==> config.mk <==
export PLATFORM = sky130hd
export DESIGN_NAME = cave_automaton_step
export DESIGN_NICKNAME = d
export VERILOG_FILES = /design/src/hw/rtl/cas_pkg.sv /design/src/hw/rtl/cave_automaton_step.sv /design/src/hw/rtl/cas_ram.sv /design/src/hw/rtl/cas_queue.sv /design/src/hw/rtl/cas_front.sv /design/src/hw/rtl/cas_back.sv
export VERILOG_INCLUDE_DIRS = /design/src /design/src/hw/rtl
export SDC_FILE = /design/constraint.sdc
export NUM_CORES = 2
export LEC_CHECK = 0
export CELL_PAD_IN_SITES_DETAIL_PLACEMENT = 1
export CELL_PAD_IN_SITES_GLOBAL_PLACEMENT = 1
export CORE_AREA = 2 2 304 427
export DETAILED_ROUTE_END_ITERATION = 8
export DIE_AREA = 0 0 306 429
export DONT_BUFFER_PORTS = 1
export PLACE_DENSITY = 0.66
export SLEW_MARGIN = 10
export SYNTH_ARGS = -nofsm -noshare
export SYNTH_HDL_FRONTEND = slang
export SYNTH_SLANG_ARGS = --single-unit
==> constraint.sdc <==
create_clock -name clk -period 11 [get_ports clk]
set_clock_uncertainty 0.05 [all_clocks]
set_input_delay 1.65 -clock clk [delete_from_list [all_inputs] [get_ports clk]]
set_output_delay 1.65 -clock clk [all_outputs]
set_load 0.005 [all_outputs]
==> src/hw/rtl/cave_automaton_step_macros.svh <==
// Assertion helpers for the cave automaton block.
`ifndef CAVE_AUTOMATON_STEP_MACROS_SVH
`define CAVE_AUTOMATON_STEP_MACROS_SVH

`ifndef SYNTHESIS

// Same-cycle implication, sampled on clk, off during reset.
`define CAS_ASSERT_IMPL(lbl, ante, cons) \
	lbl: assert property (@(posedge clk) disable iff (!arst_n) (ante) |-> (cons)) \
		else $error("cave_automaton_step: check failed");

// Next-cycle implication, sampled on clk, off during reset.
`define CAS_ASSERT_NEXT(lbl, ante, cons) \
	lbl: assert property (@(posedge clk) disable iff (!arst_n) (ante) |=> (cons)) \
		else $error("cave_automaton_step: check failed");

`else

`define CAS_ASSERT_IMPL(lbl, ante, cons)
`define CAS_ASSERT_NEXT(lbl, ante, cons)

`endif

`endif

==> src/hw/rtl/cas_pkg.sv <==
package cas_pkg;

	localparam int MAX_WIDTH_DEF  = 256;
	localparam int MAX_HEIGHT_DEF = 256;

	localparam int STATE_W = 2;
	localparam int SIZE_W  = 9;
	localparam int DLIM_W  = 4;
	localparam int BLIM_W  = 4;
	localparam int WLIM_W  = 3;
	localparam int COORD_W = 8;
	localparam int ADDR_W  = 5;
	localparam int DATA_W  = 32;
	localparam int LS_W    = 2 * STATE_W;

	localparam int QUEUE_DEPTH = 2;

	typedef logic [STATE_W-1:0] cell_t;

	localparam cell_t CELL_DEAD  = 2'd0;
	localparam cell_t CELL_ALIVE = 2'd1;
	localparam cell_t CELL_WALL  = 2'd2;

	localparam logic [2:0] REG_GRID_WIDTH  = 3'd0;
	localparam logic [2:0] REG_GRID_HEIGHT = 3'd1;
	localparam logic [2:0] REG_RULE_MODE   = 3'd2;
	localparam logic [2:0] REG_DEATH_LIMIT = 3'd3;
	localparam logic [2:0] REG_BIRTH_LIMIT = 3'd4;
	localparam logic [2:0] REG_WALL_LIMIT  = 3'd5;

	localparam logic [SIZE_W-1:0] RST_GRID_WIDTH  = 9'd64;
	localparam logic [SIZE_W-1:0] RST_GRID_HEIGHT = 9'd64;
	localparam logic              RST_RULE_MODE   = 1'b0;
	localparam logic [DLIM_W-1:0] RST_DEATH_LIMIT = 4'd3;
	localparam logic [BLIM_W-1:0] RST_BIRTH_LIMIT = 4'd4;
	localparam logic [WLIM_W-1:0] RST_WALL_LIMIT  = 3'd4;

	localparam logic MODE_MOORE = 1'b0;

	typedef struct packed {
		logic [SIZE_W-1:0] grid_width;
		logic [SIZE_W-1:0] grid_height;
		logic              rule_mode;
		logic [DLIM_W-1:0] death_limit;
		logic [BLIM_W-1:0] birth_limit;
		logic [WLIM_W-1:0] wall_limit;
	} cfg_t;

	// one grid column entering the window, plus what to emit when it does
	typedef struct packed {
		cell_t              top;
		cell_t              mid;
		cell_t              bot;
		logic               first;
		logic               emit;
		logic               last;
		logic [COORD_W-1:0] row;
		logic [COORD_W-1:0] col;
	} col_t;

	typedef struct packed {
		logic clearing;
		logic s1_valid;
	} fe_status_t;

endpackage

==> src/hw/rtl/cave_automaton_step.sv <==
// Cave-smoothing cellular automaton, one generation per pass over a grid sent in raster
// order, one cell per item. The block takes one item per clock while out_stall is low;
// the next state of a cell comes out when the cell one row and one column past it has
// gone in, through the stage-1 register, queue and output register, and the host follows
// the grid with grid_width + 1 pad items to flush the tail. A single line store (two rows
// packed per word, one read and one write per cycle) sets that rate. After reset the line
// store is cleared while in_stall is high; register writes are taken as usual.
`include "cave_automaton_step_macros.svh"

module cave_automaton_step import cas_pkg::*; #(
	parameter int MAX_WIDTH  = MAX_WIDTH_DEF,
	parameter int MAX_HEIGHT = MAX_HEIGHT_DEF
) (
	input  logic               clk,
	input  logic               arst_n,

	input  logic               psel,
	input  logic               penable,
	input  logic               pwrite,
	input  logic [ADDR_W-1:0]  paddr,
	input  logic [DATA_W-1:0]  pwdata,
	output logic [DATA_W-1:0]  prdata,
	output logic               pready,

	input  logic               in_valid,
	output logic               in_stall,
	input  cell_t              cell_state,
	input  logic               pad,

	output logic               out_valid,
	input  logic               out_stall,
	output cell_t              next_state,
	output logic [COORD_W-1:0] out_row,
	output logic [COORD_W-1:0] out_col,
	output logic               last_cell
);

	cfg_t       cfg_q;
	logic [2:0] reg_idx;

	col_t       fe_col;
	col_t       be_col;
	logic       q_push;
	logic       q_ready;
	logic       q_pop;
	logic       q_nonempty;
	fe_status_t fe_status;

	assign pready  = 1'b1;
	assign reg_idx = paddr[ADDR_W-1:2];

	always_ff @(posedge clk or negedge arst_n) begin
		if (!arst_n) begin
			cfg_q.grid_width  <= RST_GRID_WIDTH;
			cfg_q.grid_height <= RST_GRID_HEIGHT;
			cfg_q.rule_mode   <= RST_RULE_MODE;
			cfg_q.death_limit <= RST_DEATH_LIMIT;
			cfg_q.birth_limit <= RST_BIRTH_LIMIT;
			cfg_q.wall_limit  <= RST_WALL_LIMIT;
		end else if (psel && penable && pwrite && pready) begin
			unique case (reg_idx)
				REG_GRID_WIDTH:  cfg_q.grid_width  <= pwdata[SIZE_W-1:0];
				REG_GRID_HEIGHT: cfg_q.grid_height <= pwdata[SIZE_W-1:0];
				REG_RULE_MODE:   cfg_q.rule_mode   <= pwdata[0];
				REG_DEATH_LIMIT: cfg_q.death_limit <= pwdata[DLIM_W-1:0];
				REG_BIRTH_LIMIT: cfg_q.birth_limit <= pwdata[BLIM_W-1:0];
				REG_WALL_LIMIT:  cfg_q.wall_limit  <= pwdata[WLIM_W-1:0];
				default: begin
				end
			endcase
		end
	end

	always_comb begin
		unique case (reg_idx)
			REG_GRID_WIDTH:  prdata = DATA_W'(cfg_q.grid_width);
			REG_GRID_HEIGHT: prdata = DATA_W'(cfg_q.grid_height);
			REG_RULE_MODE:   prdata = DATA_W'(cfg_q.rule_mode);
			REG_DEATH_LIMIT: prdata = DATA_W'(cfg_q.death_limit);
			REG_BIRTH_LIMIT: prdata = DATA_W'(cfg_q.birth_limit);
			REG_WALL_LIMIT:  prdata = DATA_W'(cfg_q.wall_limit);
			default:         prdata = '0;
		endcase
	end

	cas_front #(
		.MAX_WIDTH  (MAX_WIDTH),
		.MAX_HEIGHT (MAX_HEIGHT)
	) u_front (
		.clk        (clk),
		.arst_n     (arst_n),
		.cfg        (cfg_q),
		.in_valid   (in_valid),
		.in_stall   (in_stall),
		.cell_state (cell_state),
		.pad        (pad),
		.q_ready    (q_ready),
		.q_push     (q_push),
		.q_data     (fe_col),
		.status     (fe_status)
	);

	cas_queue u_queue (
		.clk      (clk),
		.arst_n   (arst_n),
		.push     (q_push),
		.wdata    (fe_col),
		.ready    (q_ready),
		.pop      (q_pop),
		.rdata    (be_col),
		.nonempty (q_nonempty)
	);

	cas_back u_back (
		.clk        (clk),
		.arst_n     (arst_n),
		.cfg        (cfg_q),
		.q_valid    (q_nonempty),
		.q_data     (be_col),
		.q_pop      (q_pop),
		.out_valid  (out_valid),
		.out_stall  (out_stall),
		.next_state (next_state),
		.out_row    (out_row),
		.out_col    (out_col),
		.last_cell  (last_cell)
	);

	`CAS_ASSERT_IMPL(a_no_accept_clearing, in_valid && !in_stall, !fe_status.clearing)
	`CAS_ASSERT_IMPL(a_stall_on_full, fe_status.s1_valid && !q_ready, in_stall)
	`CAS_ASSERT_IMPL(a_pop_nonempty, q_pop, q_nonempty)
	`CAS_ASSERT_NEXT(a_push_fills, q_push && !q_pop, q_nonempty)

endmodule

==> src/hw/rtl/cas_ram.sv <==
module cas_ram #(
	parameter int WIDTH = 4,
	parameter int DEPTH = 256
) (
	input  logic                     clk,
	input  logic                     we,
	input  logic [$clog2(DEPTH)-1:0] waddr,
	input  logic [WIDTH-1:0]         wdata,
	input  logic                     re,
	input  logic [$clog2(DEPTH)-1:0] raddr,
	output logic [WIDTH-1:0]         rdata
);

	logic [WIDTH-1:0] mem [DEPTH];
	logic [WIDTH-1:0] rdata_q;

	always_ff @(posedge clk) begin
		if (we) begin
			mem[waddr] <= wdata;
		end
		if (re) begin
			rdata_q <= mem[raddr];
		end
	end

	assign rdata = rdata_q;

endmodule

==> src/hw/rtl/cas_queue.sv <==
module cas_queue import cas_pkg::*; (
	input  logic clk,
	input  logic arst_n,
	input  logic push,
	input  col_t wdata,
	output logic ready,
	input  logic pop,
	output col_t rdata,
	output logic nonempty
);

	localparam int PW = (QUEUE_DEPTH > 1) ? $clog2(QUEUE_DEPTH) : 1;
	localparam int NW = $clog2(QUEUE_DEPTH + 1);

	col_t            ent_q [QUEUE_DEPTH];
	logic [PW-1:0]   wr_ptr_q;
	logic [PW-1:0]   rd_ptr_q;
	logic [NW-1:0]   count_q;

	function automatic logic [PW-1:0] ptr_inc(input logic [PW-1:0] p);
		logic [PW-1:0] r;
		if (p == PW'(QUEUE_DEPTH - 1)) begin
			r = '0;
		end else begin
			r = p + PW'(1);
		end
		return r;
	endfunction

	assign ready    = (count_q != NW'(QUEUE_DEPTH));
	assign nonempty = (count_q != '0);
	assign rdata    = ent_q[rd_ptr_q];

	always_ff @(posedge clk) begin
		if (push) begin
			ent_q[wr_ptr_q] <= wdata;
		end
	end

	always_ff @(posedge clk or negedge arst_n) begin
		if (!arst_n) begin
			wr_ptr_q <= '0;
			rd_ptr_q <= '0;
			count_q  <= '0;
		end else begin
			if (push) begin
				wr_ptr_q <= ptr_inc(wr_ptr_q);
			end
			if (pop) begin
				rd_ptr_q <= ptr_inc(rd_ptr_q);
			end
			if (push && !pop) begin
				count_q <= count_q + NW'(1);
			end else if (pop && !push) begin
				count_q <= count_q - NW'(1);
			end
		end
	end

endmodule

==> src/hw/rtl/cas_front.sv <==
module cas_front import cas_pkg::*; #(
	parameter int MAX_WIDTH  = MAX_WIDTH_DEF,
	parameter int MAX_HEIGHT = MAX_HEIGHT_DEF
) (
	input  logic       clk,
	input  logic       arst_n,
	input  cfg_t       cfg,
	input  logic       in_valid,
	output logic       in_stall,
	input  cell_t      cell_state,
	input  logic       pad,
	input  logic       q_ready,
	output logic       q_push,
	output col_t       q_data,
	output fe_status_t status
);

	localparam int CW  = $clog2(MAX_WIDTH);
	localparam int WW  = $clog2(MAX_WIDTH + 1);
	localparam int HW  = $clog2(MAX_HEIGHT + 1);
	localparam int RW  = $clog2(MAX_HEIGHT + 2);
	localparam int LW  = (WW > SIZE_W) ? WW : SIZE_W;
	localparam int LH  = (HW > SIZE_W) ? HW : SIZE_W;
	localparam int CXW = (WW > COORD_W) ? WW : COORD_W;
	localparam int RXW = (RW > COORD_W) ? RW : COORD_W;

	// position of the next item
	logic [RW-1:0] in_row_q;
	logic [CW-1:0] in_col_q;

	// line store clearing pass
	logic          clearing_q;
	logic [CW-1:0] clr_q;

	// stage 1: item waiting for its line store read
	logic               s1_valid_q;
	cell_t              v_s1;
	logic [CW-1:0]      ci_s1;
	logic               a_ok_s1;
	logic               b_ok_s1;
	logic               first_s1;
	logic               emit_s1;
	logic               last_s1;
	logic [COORD_W-1:0] row_s1;
	logic [COORD_W-1:0] col_s1;
	logic               fwd_s1;
	logic [LS_W-1:0]    fwd_data_s1;

	logic [LW-1:0]      w_ext;
	logic [LH-1:0]      h_ext;
	logic [WW-1:0]      w;
	logic [HW-1:0]      h;
	logic [RW-1:0]      h1;
	logic               restart;
	logic [RW-1:0]      ri;
	logic [CW-1:0]      ci;
	logic [WW-1:0]      ci_inc;
	logic [RW-1:0]      nxt_row;
	logic [CW-1:0]      nxt_col;
	cell_t              v;
	logic               first;
	logic [RXW-1:0]     row_calc;
	logic [CXW-1:0]     col_calc;

	logic               accept;
	logic               s1_adv;
	logic [LS_W-1:0]    ram_rdata;
	logic [LS_W-1:0]    rd_word;
	logic [LS_W-1:0]    wr_word;
	cell_t              a_s1;
	cell_t              b_s1;
	logic               ram_we;
	logic [CW-1:0]      ram_waddr;
	logic [LS_W-1:0]    ram_wdata;

	always_comb begin
		w_ext = LW'(cfg.grid_width);
		h_ext = LH'(cfg.grid_height);
		if (w_ext == '0) begin
			w = WW'(1);
		end else if (w_ext > LW'(MAX_WIDTH)) begin
			w = WW'(MAX_WIDTH);
		end else begin
			w = WW'(w_ext);
		end
		if (h_ext == '0) begin
			h = HW'(1);
		end else if (h_ext > LH'(MAX_HEIGHT)) begin
			h = HW'(MAX_HEIGHT);
		end else begin
			h = HW'(h_ext);
		end
		h1 = RW'(h) + RW'(1);

		restart = (WW'(in_col_q) >= w) || (in_row_q > h1) ||
			((in_row_q == h1) && (in_col_q != '0));
		ri = restart ? '0 : in_row_q;
		ci = restart ? '0 : in_col_q;

		v = (pad || (ri >= RW'(h))) ? CELL_DEAD : cell_state;

		ci_inc = WW'(ci) + WW'(1);
		if (ri == h1) begin
			nxt_row = '0;
			nxt_col = '0;
		end else if (ci_inc >= w) begin
			nxt_row = ri + RW'(1);
			nxt_col = '0;
		end else begin
			nxt_row = ri;
			nxt_col = CW'(ci_inc);
		end

		first    = (ci == '0);
		row_calc = RXW'(ri) - (first ? RXW'(2) : RXW'(1));
		col_calc = first ? (CXW'(w) - CXW'(1)) : (CXW'(ci) - CXW'(1));
	end

	assign s1_adv   = s1_valid_q && q_ready;
	assign in_stall = clearing_q || (s1_valid_q && !q_ready);
	assign accept   = in_valid && !in_stall;

	assign rd_word = fwd_s1 ? fwd_data_s1 : ram_rdata;
	assign a_s1    = a_ok_s1 ? rd_word[LS_W-1:STATE_W] : CELL_DEAD;
	assign b_s1    = b_ok_s1 ? rd_word[STATE_W-1:0] : CELL_DEAD;
	assign wr_word = {v_s1, a_s1};

	assign ram_we    = clearing_q || s1_adv;
	assign ram_waddr = clearing_q ? clr_q : ci_s1;
	assign ram_wdata = clearing_q ? '0 : wr_word;

	cas_ram #(
		.WIDTH (LS_W),
		.DEPTH (MAX_WIDTH)
	) u_line (
		.clk   (clk),
		.we    (ram_we),
		.waddr (ram_waddr),
		.wdata (ram_wdata),
		.re    (accept),
		.raddr (ci),
		.rdata (ram_rdata)
	);

	always_ff @(posedge clk or negedge arst_n) begin
		if (!arst_n) begin
			in_row_q   <= '0;
			in_col_q   <= '0;
			clearing_q <= 1'b1;
			clr_q      <= '0;
			s1_valid_q <= 1'b0;
		end else begin
			if (clearing_q) begin
				clr_q <= clr_q + CW'(1);
				if (clr_q == CW'(MAX_WIDTH - 1)) begin
					clearing_q <= 1'b0;
				end
			end
			if (accept) begin
				in_row_q   <= nxt_row;
				in_col_q   <= nxt_col;
				s1_valid_q <= 1'b1;
			end else if (s1_adv) begin
				s1_valid_q <= 1'b0;
			end
		end
	end

	always_ff @(posedge clk) begin
		if (accept) begin
			v_s1        <= v;
			ci_s1       <= ci;
			a_ok_s1     <= (ri >= RW'(1));
			b_ok_s1     <= (ri >= RW'(2));
			first_s1    <= first;
			emit_s1     <= first ? (ri >= RW'(2)) : (ri >= RW'(1));
			last_s1     <= (ri == h1);
			row_s1      <= row_calc[COORD_W-1:0];
			col_s1      <= col_calc[COORD_W-1:0];
			// same column written by the item ahead in this very cycle
			fwd_s1      <= s1_adv && (ci_s1 == ci);
			fwd_data_s1 <= wr_word;
		end
	end

	assign q_push       = s1_adv;
	assign q_data.top   = b_s1;
	assign q_data.mid   = a_s1;
	assign q_data.bot   = v_s1;
	assign q_data.first = first_s1;
	assign q_data.emit  = emit_s1;
	assign q_data.last  = last_s1;
	assign q_data.row   = row_s1;
	assign q_data.col   = col_s1;

	assign status.clearing = clearing_q;
	assign status.s1_valid = s1_valid_q;

endmodule

==> src/hw/rtl/cas_back.sv <==
module cas_back import cas_pkg::*; (
	input  logic               clk,
	input  logic               arst_n,
	input  cfg_t               cfg,
	input  logic               q_valid,
	input  col_t               q_data,
	output logic               q_pop,
	output logic               out_valid,
	input  logic               out_stall,
	output cell_t              next_state,
	output logic [COORD_W-1:0] out_row,
	output logic [COORD_W-1:0] out_col,
	output logic               last_cell
);

	// [col][row], col 0 left, row 0 top
	cell_t [2:0][2:0] win_q;
	cell_t [2:0][2:0] sh;
	cell_t [2:0]      new_col;

	logic               out_valid_q;
	cell_t              next_state_q;
	logic [COORD_W-1:0] out_row_q;
	logic [COORD_W-1:0] out_col_q;
	logic               last_cell_q;

	cell_t       ctr;
	logic [3:0]  n8;
	logic [2:0]  n4;
	cell_t       nxt;

	function automatic logic al(input cell_t c);
		return (c == CELL_ALIVE);
	endfunction

	assign new_col[0] = q_data.top;
	assign new_col[1] = q_data.mid;
	assign new_col[2] = q_data.bot;

	always_comb begin
		sh[0] = win_q[1];
		sh[1] = win_q[2];
		sh[2] = q_data.first ? '0 : new_col;
		ctr   = sh[1][1];
		n4 = 3'(al(sh[1][0])) + 3'(al(sh[0][1])) + 3'(al(sh[2][1])) + 3'(al(sh[1][2]));
		n8 = 4'(n4) + 4'(al(sh[0][0])) + 4'(al(sh[0][2])) +
			4'(al(sh[2][0])) + 4'(al(sh[2][2]));
		nxt = ctr;
		if (cfg.rule_mode == MODE_MOORE) begin
			if (ctr == CELL_ALIVE && n8 < cfg.death_limit) begin
				nxt = CELL_DEAD;
			end else if (ctr == CELL_DEAD && n8 > cfg.birth_limit) begin
				nxt = CELL_ALIVE;
			end
		end else begin
			if (ctr == CELL_ALIVE && n4 < cfg.wall_limit) begin
				nxt = CELL_WALL;
			end
		end
	end

	assign q_pop = q_valid && (!q_data.emit || !out_valid_q || !out_stall);

	always_ff @(posedge clk or negedge arst_n) begin
		if (!arst_n) begin
			win_q       <= '0;
			out_valid_q <= 1'b0;
		end else begin
			if (q_pop) begin
				win_q[0] <= q_data.first ? '0 : win_q[1];
				win_q[1] <= q_data.first ? '0 : win_q[2];
				win_q[2] <= new_col;
			end
			if (q_pop && q_data.emit) begin
				out_valid_q <= 1'b1;
			end else if (!out_stall) begin
				out_valid_q <= 1'b0;
			end
		end
	end

	always_ff @(posedge clk) begin
		if (q_pop && q_data.emit) begin
			next_state_q <= nxt;
			out_row_q    <= q_data.row;
			out_col_q    <= q_data.col;
			last_cell_q  <= q_data.last;
		end
	end

	assign out_valid  = out_valid_q;
	assign next_state = next_state_q;
	assign out_row    = out_row_q;
	assign out_col    = out_col_q;
	assign last_cell  = last_cell_q;

endmodule
==> out/metrics.yaml <==
outcome: "completed"
placed_cell_area_um2: 52300
finalInstanceArea_um2: 56100
wirelength_mm: 142
netlist_top_cells_count: "edfxtp_1 (1133), nor2_1 (420), o21ai_0 (220)"
synth_seq_area_share: 0.708
detailroute.via_count: 29600
fin_tns_setup_ns: 0
worst-endpoint-arrival_ns: 8.35
finalHoldViolCount: 0
nFillCells: 12500
boundaryPins: 101
clk_transition_reported_paths_ns: 0.07
max_freq_mhz: 129
rsz_0062_raised_after_global_routing: "no"
first_pass_grt_wire_length_mm: 208
most_frequently_used_cell_type_in_the_post_synthesis_netlist: "edfxtp_1"
grt_antenna_before_repair: 3
place.port_buffers: 0
ys_top_cells_by_area: "edfxtp_1 (67%), dfrtp_1 (3.3%), nor2_1 (3.1%)"
post_synth.cell_area_avg_um2: 14.7
layout.nets: 3524
yosysTopAreaCellShare: 0.671
cts.repair.resized: 0
mappedNetlistArea_um2: 50700
grt_max_degree: 228
floorplan.core_area_um2: 127000
power_per_unit_of_standard_cell_area_nw_per_um2: 256
number_of_buffers_inserted_by_post_cts_setup_repair: 0
maximum_level_of_the_cts_h_tree: 3
synth.ff_latch_count: 1207
synth_top_flop_cell: "edfxtp_1"
netlist-cell-type-count: 93
synth_edf_count: 1133
crit_required_ns: 11.58
max_slew_margin: 0.200
clock_latency_ns: 0.72
netlist.top_cell.by_area: "edfxtp_1"
grt_pass1_vias: 31800
critPathSlowestCell: "or4_4"
cp_slowest_stage_delay_ns: 0.59
timing.max_cap.violations: 0
wire_per_inst_um: 27.5
hpwlAfterDp_mm: 87.8
vdd.ir_drop.worst_uv: 275
worstSetupEndpointType: "register"
setup.worst_path.start_class: "register"
hold_class: "register to register"
cts_max_path_buffers: 3
worst-slew-pin-transition_ns: 1.20
number_of_routed_nets_with_antenna_violations: 0
cts_num_sinks: 1207
num_rows: 155
synth_cells: 3451
dieHeight_um: 429
start_util: 0.399
critPathKind: "register to register"
finalWeightedCongestion: 0.794
detail_route.first_pass.iterations: 5
grt.overflow.total: 0
vias_per_cell: 5.73
initial_detailed_routing_violation_count: 2184
tritoncts: "built"
cts-hold-fix-buffers: 0
final_min_period_over_clock_period: 0.706
clk_root_buffer_cell: "clkbuf_16"
grt.total_usage: 0.215
die_area_um2: 131000
layout-drive-gt1-share: 0.134
critPathMaxFanout: 20
layout-area-overhead-vs-synth_pct: 10.6
async_set_reset_flop_share_out_of_synthesis: 0.0613
residual_drc: 0
final_max_slew_viol_count: 0
cts_buffers: 110
p_leak_nw: 18.0
setup_viol: 0
die_width_um: 306
synthesis.yosys.warnings: 0
period_minus_slack_ns: 7.77
-- layout by cell type, fill, tap and decap left out, drive strengths merged, types with 14 or more instances in the layout --
cell type / count
a21o: 23
clkinv: 43
a222oi: 17
o22ai: 73
nor3: 64
ha: 58
a21oi: 151
conb: 24
clkbuf: 150
mux4: 62
nor4: 22
edfxtp: 1133
buf: 60
a211oi: 38
inv: 80
o21ai: 224
mux2i: 117
nand3: 30
xor2: 16
nor2: 422
o221ai: 30
dfrtp: 67
nand2b: 18
xnor2: 29
mux2: 112
nand4: 14
nor2b: 35
nand2: 138
o211ai: 39
-- where the power goes --
group	switching, W	leakage, nW	internal (W)
registers	0.000239	11.2	0.00584
logic	0.00302	4.95	0.00129
clock network	0.00172	1.82	0.00225
-- registers in the layout, indices dropped and copies added, names as in the netlist, 4 cells and up --
| name | cells |
|---|---|
| u_front.u_line.mem | 1024 |
| u_queue.ent_q | 50 |
| cfg_q | 30 |
| u_back.sh | 10 |
| u_front.in_row_q | 9 |
| u_back.out_col | 8 |
| u_back.out_row | 8 |
| u_front.ci_s1 | 8 |
| u_front.clr_q | 8 |
| u_front.col_s1 | 8 |
| u_front.in_col_q | 8 |
| u_front.row_s1 | 8 |
| u_front.fwd_data_s1 | 4 |
| u_front.u_line.rdata | 4 |
-- layer usage --
metal	global-route usage	up-vias	wire, µm
li1	-	13200	-
met1	0.243	15300	52500
met2	0.404	811	77100
met3	0.0293	251	6810
met4	0.0871	0	5490
met5	0	-	0
-- critical path, delay by kind of cell (launching register included) --
kind | cells | cell delay [ns]
XOR/XNOR | 2 | 0.39
AND/OR/NAND/NOR | 13 | 3.11
adder cells (fa/ha/maj) | 3 | 0.80
AO/OA/AOI/OAI | 7 | 1.80
flip-flops | 1 | 0.48
buffers and inverters | 3 | 1.03
-- per-stage QoR --
stage          utilization  std cells  hold slack [ns]  setup slack, ns  total power (W)
6_report             0.441       5163            0.396             3.23           0.0144
5_1_grt              0.441       5161            0.403             2.54           0.0150
4_1_cts              0.441       5160            0.396             3.21           0.0145
3_5_place_dp         0.412       4950            0.382             3.27           0.0105
3_3_place_gp         0.412       4950            0.373             3.38           0.0104
2_1_floorplan            -       3473            0.371             2.31          0.00895
-- area by class of cell --
cell class                 count  area (µm²)  area share
inverter                      78         294     0.00525
tap                         1648        2060      0.0368
clock buffer                 150        3040      0.0542
clock inverter                60         664      0.0119
timing repair buffer          60         500     0.00893
multi-input combinational   1957       13600       0.243
antenna                        3        7.51    0.000134
sequential                  1207       35900       0.640
-- cells by family after synthesis --
group           synth area share
mux                       0.0755
simple gates              0.0711
xor+xnor                 0.00822
fa+ha+maj                 0.0163
compound gates            0.0929
buf+inv                   0.0278
flops                      0.708
other cells             0.000148
-- final timing paths --
kind                                   start             endpoint  slack (ns)  cells after the start
hold reg to reg            u_front.col_s1[2]  u_queue.ent_q[0][2]        0.40                      0
setup / recovery                   cfg_q[16]  u_front.in_row_q[8]        3.23                     28
setup reg to reg                   cfg_q[16]  u_front.in_row_q[8]        3.23                     28
min in group asynchronous             arst_n         u_back.sh[2]        0.57                      0
max in group asynchronous             arst_n            cfg_q[18]       10.08                      0
hold / removal             u_front.col_s1[2]  u_queue.ent_q[0][2]        0.40                      0
Power figures use the tool's default switching activity.
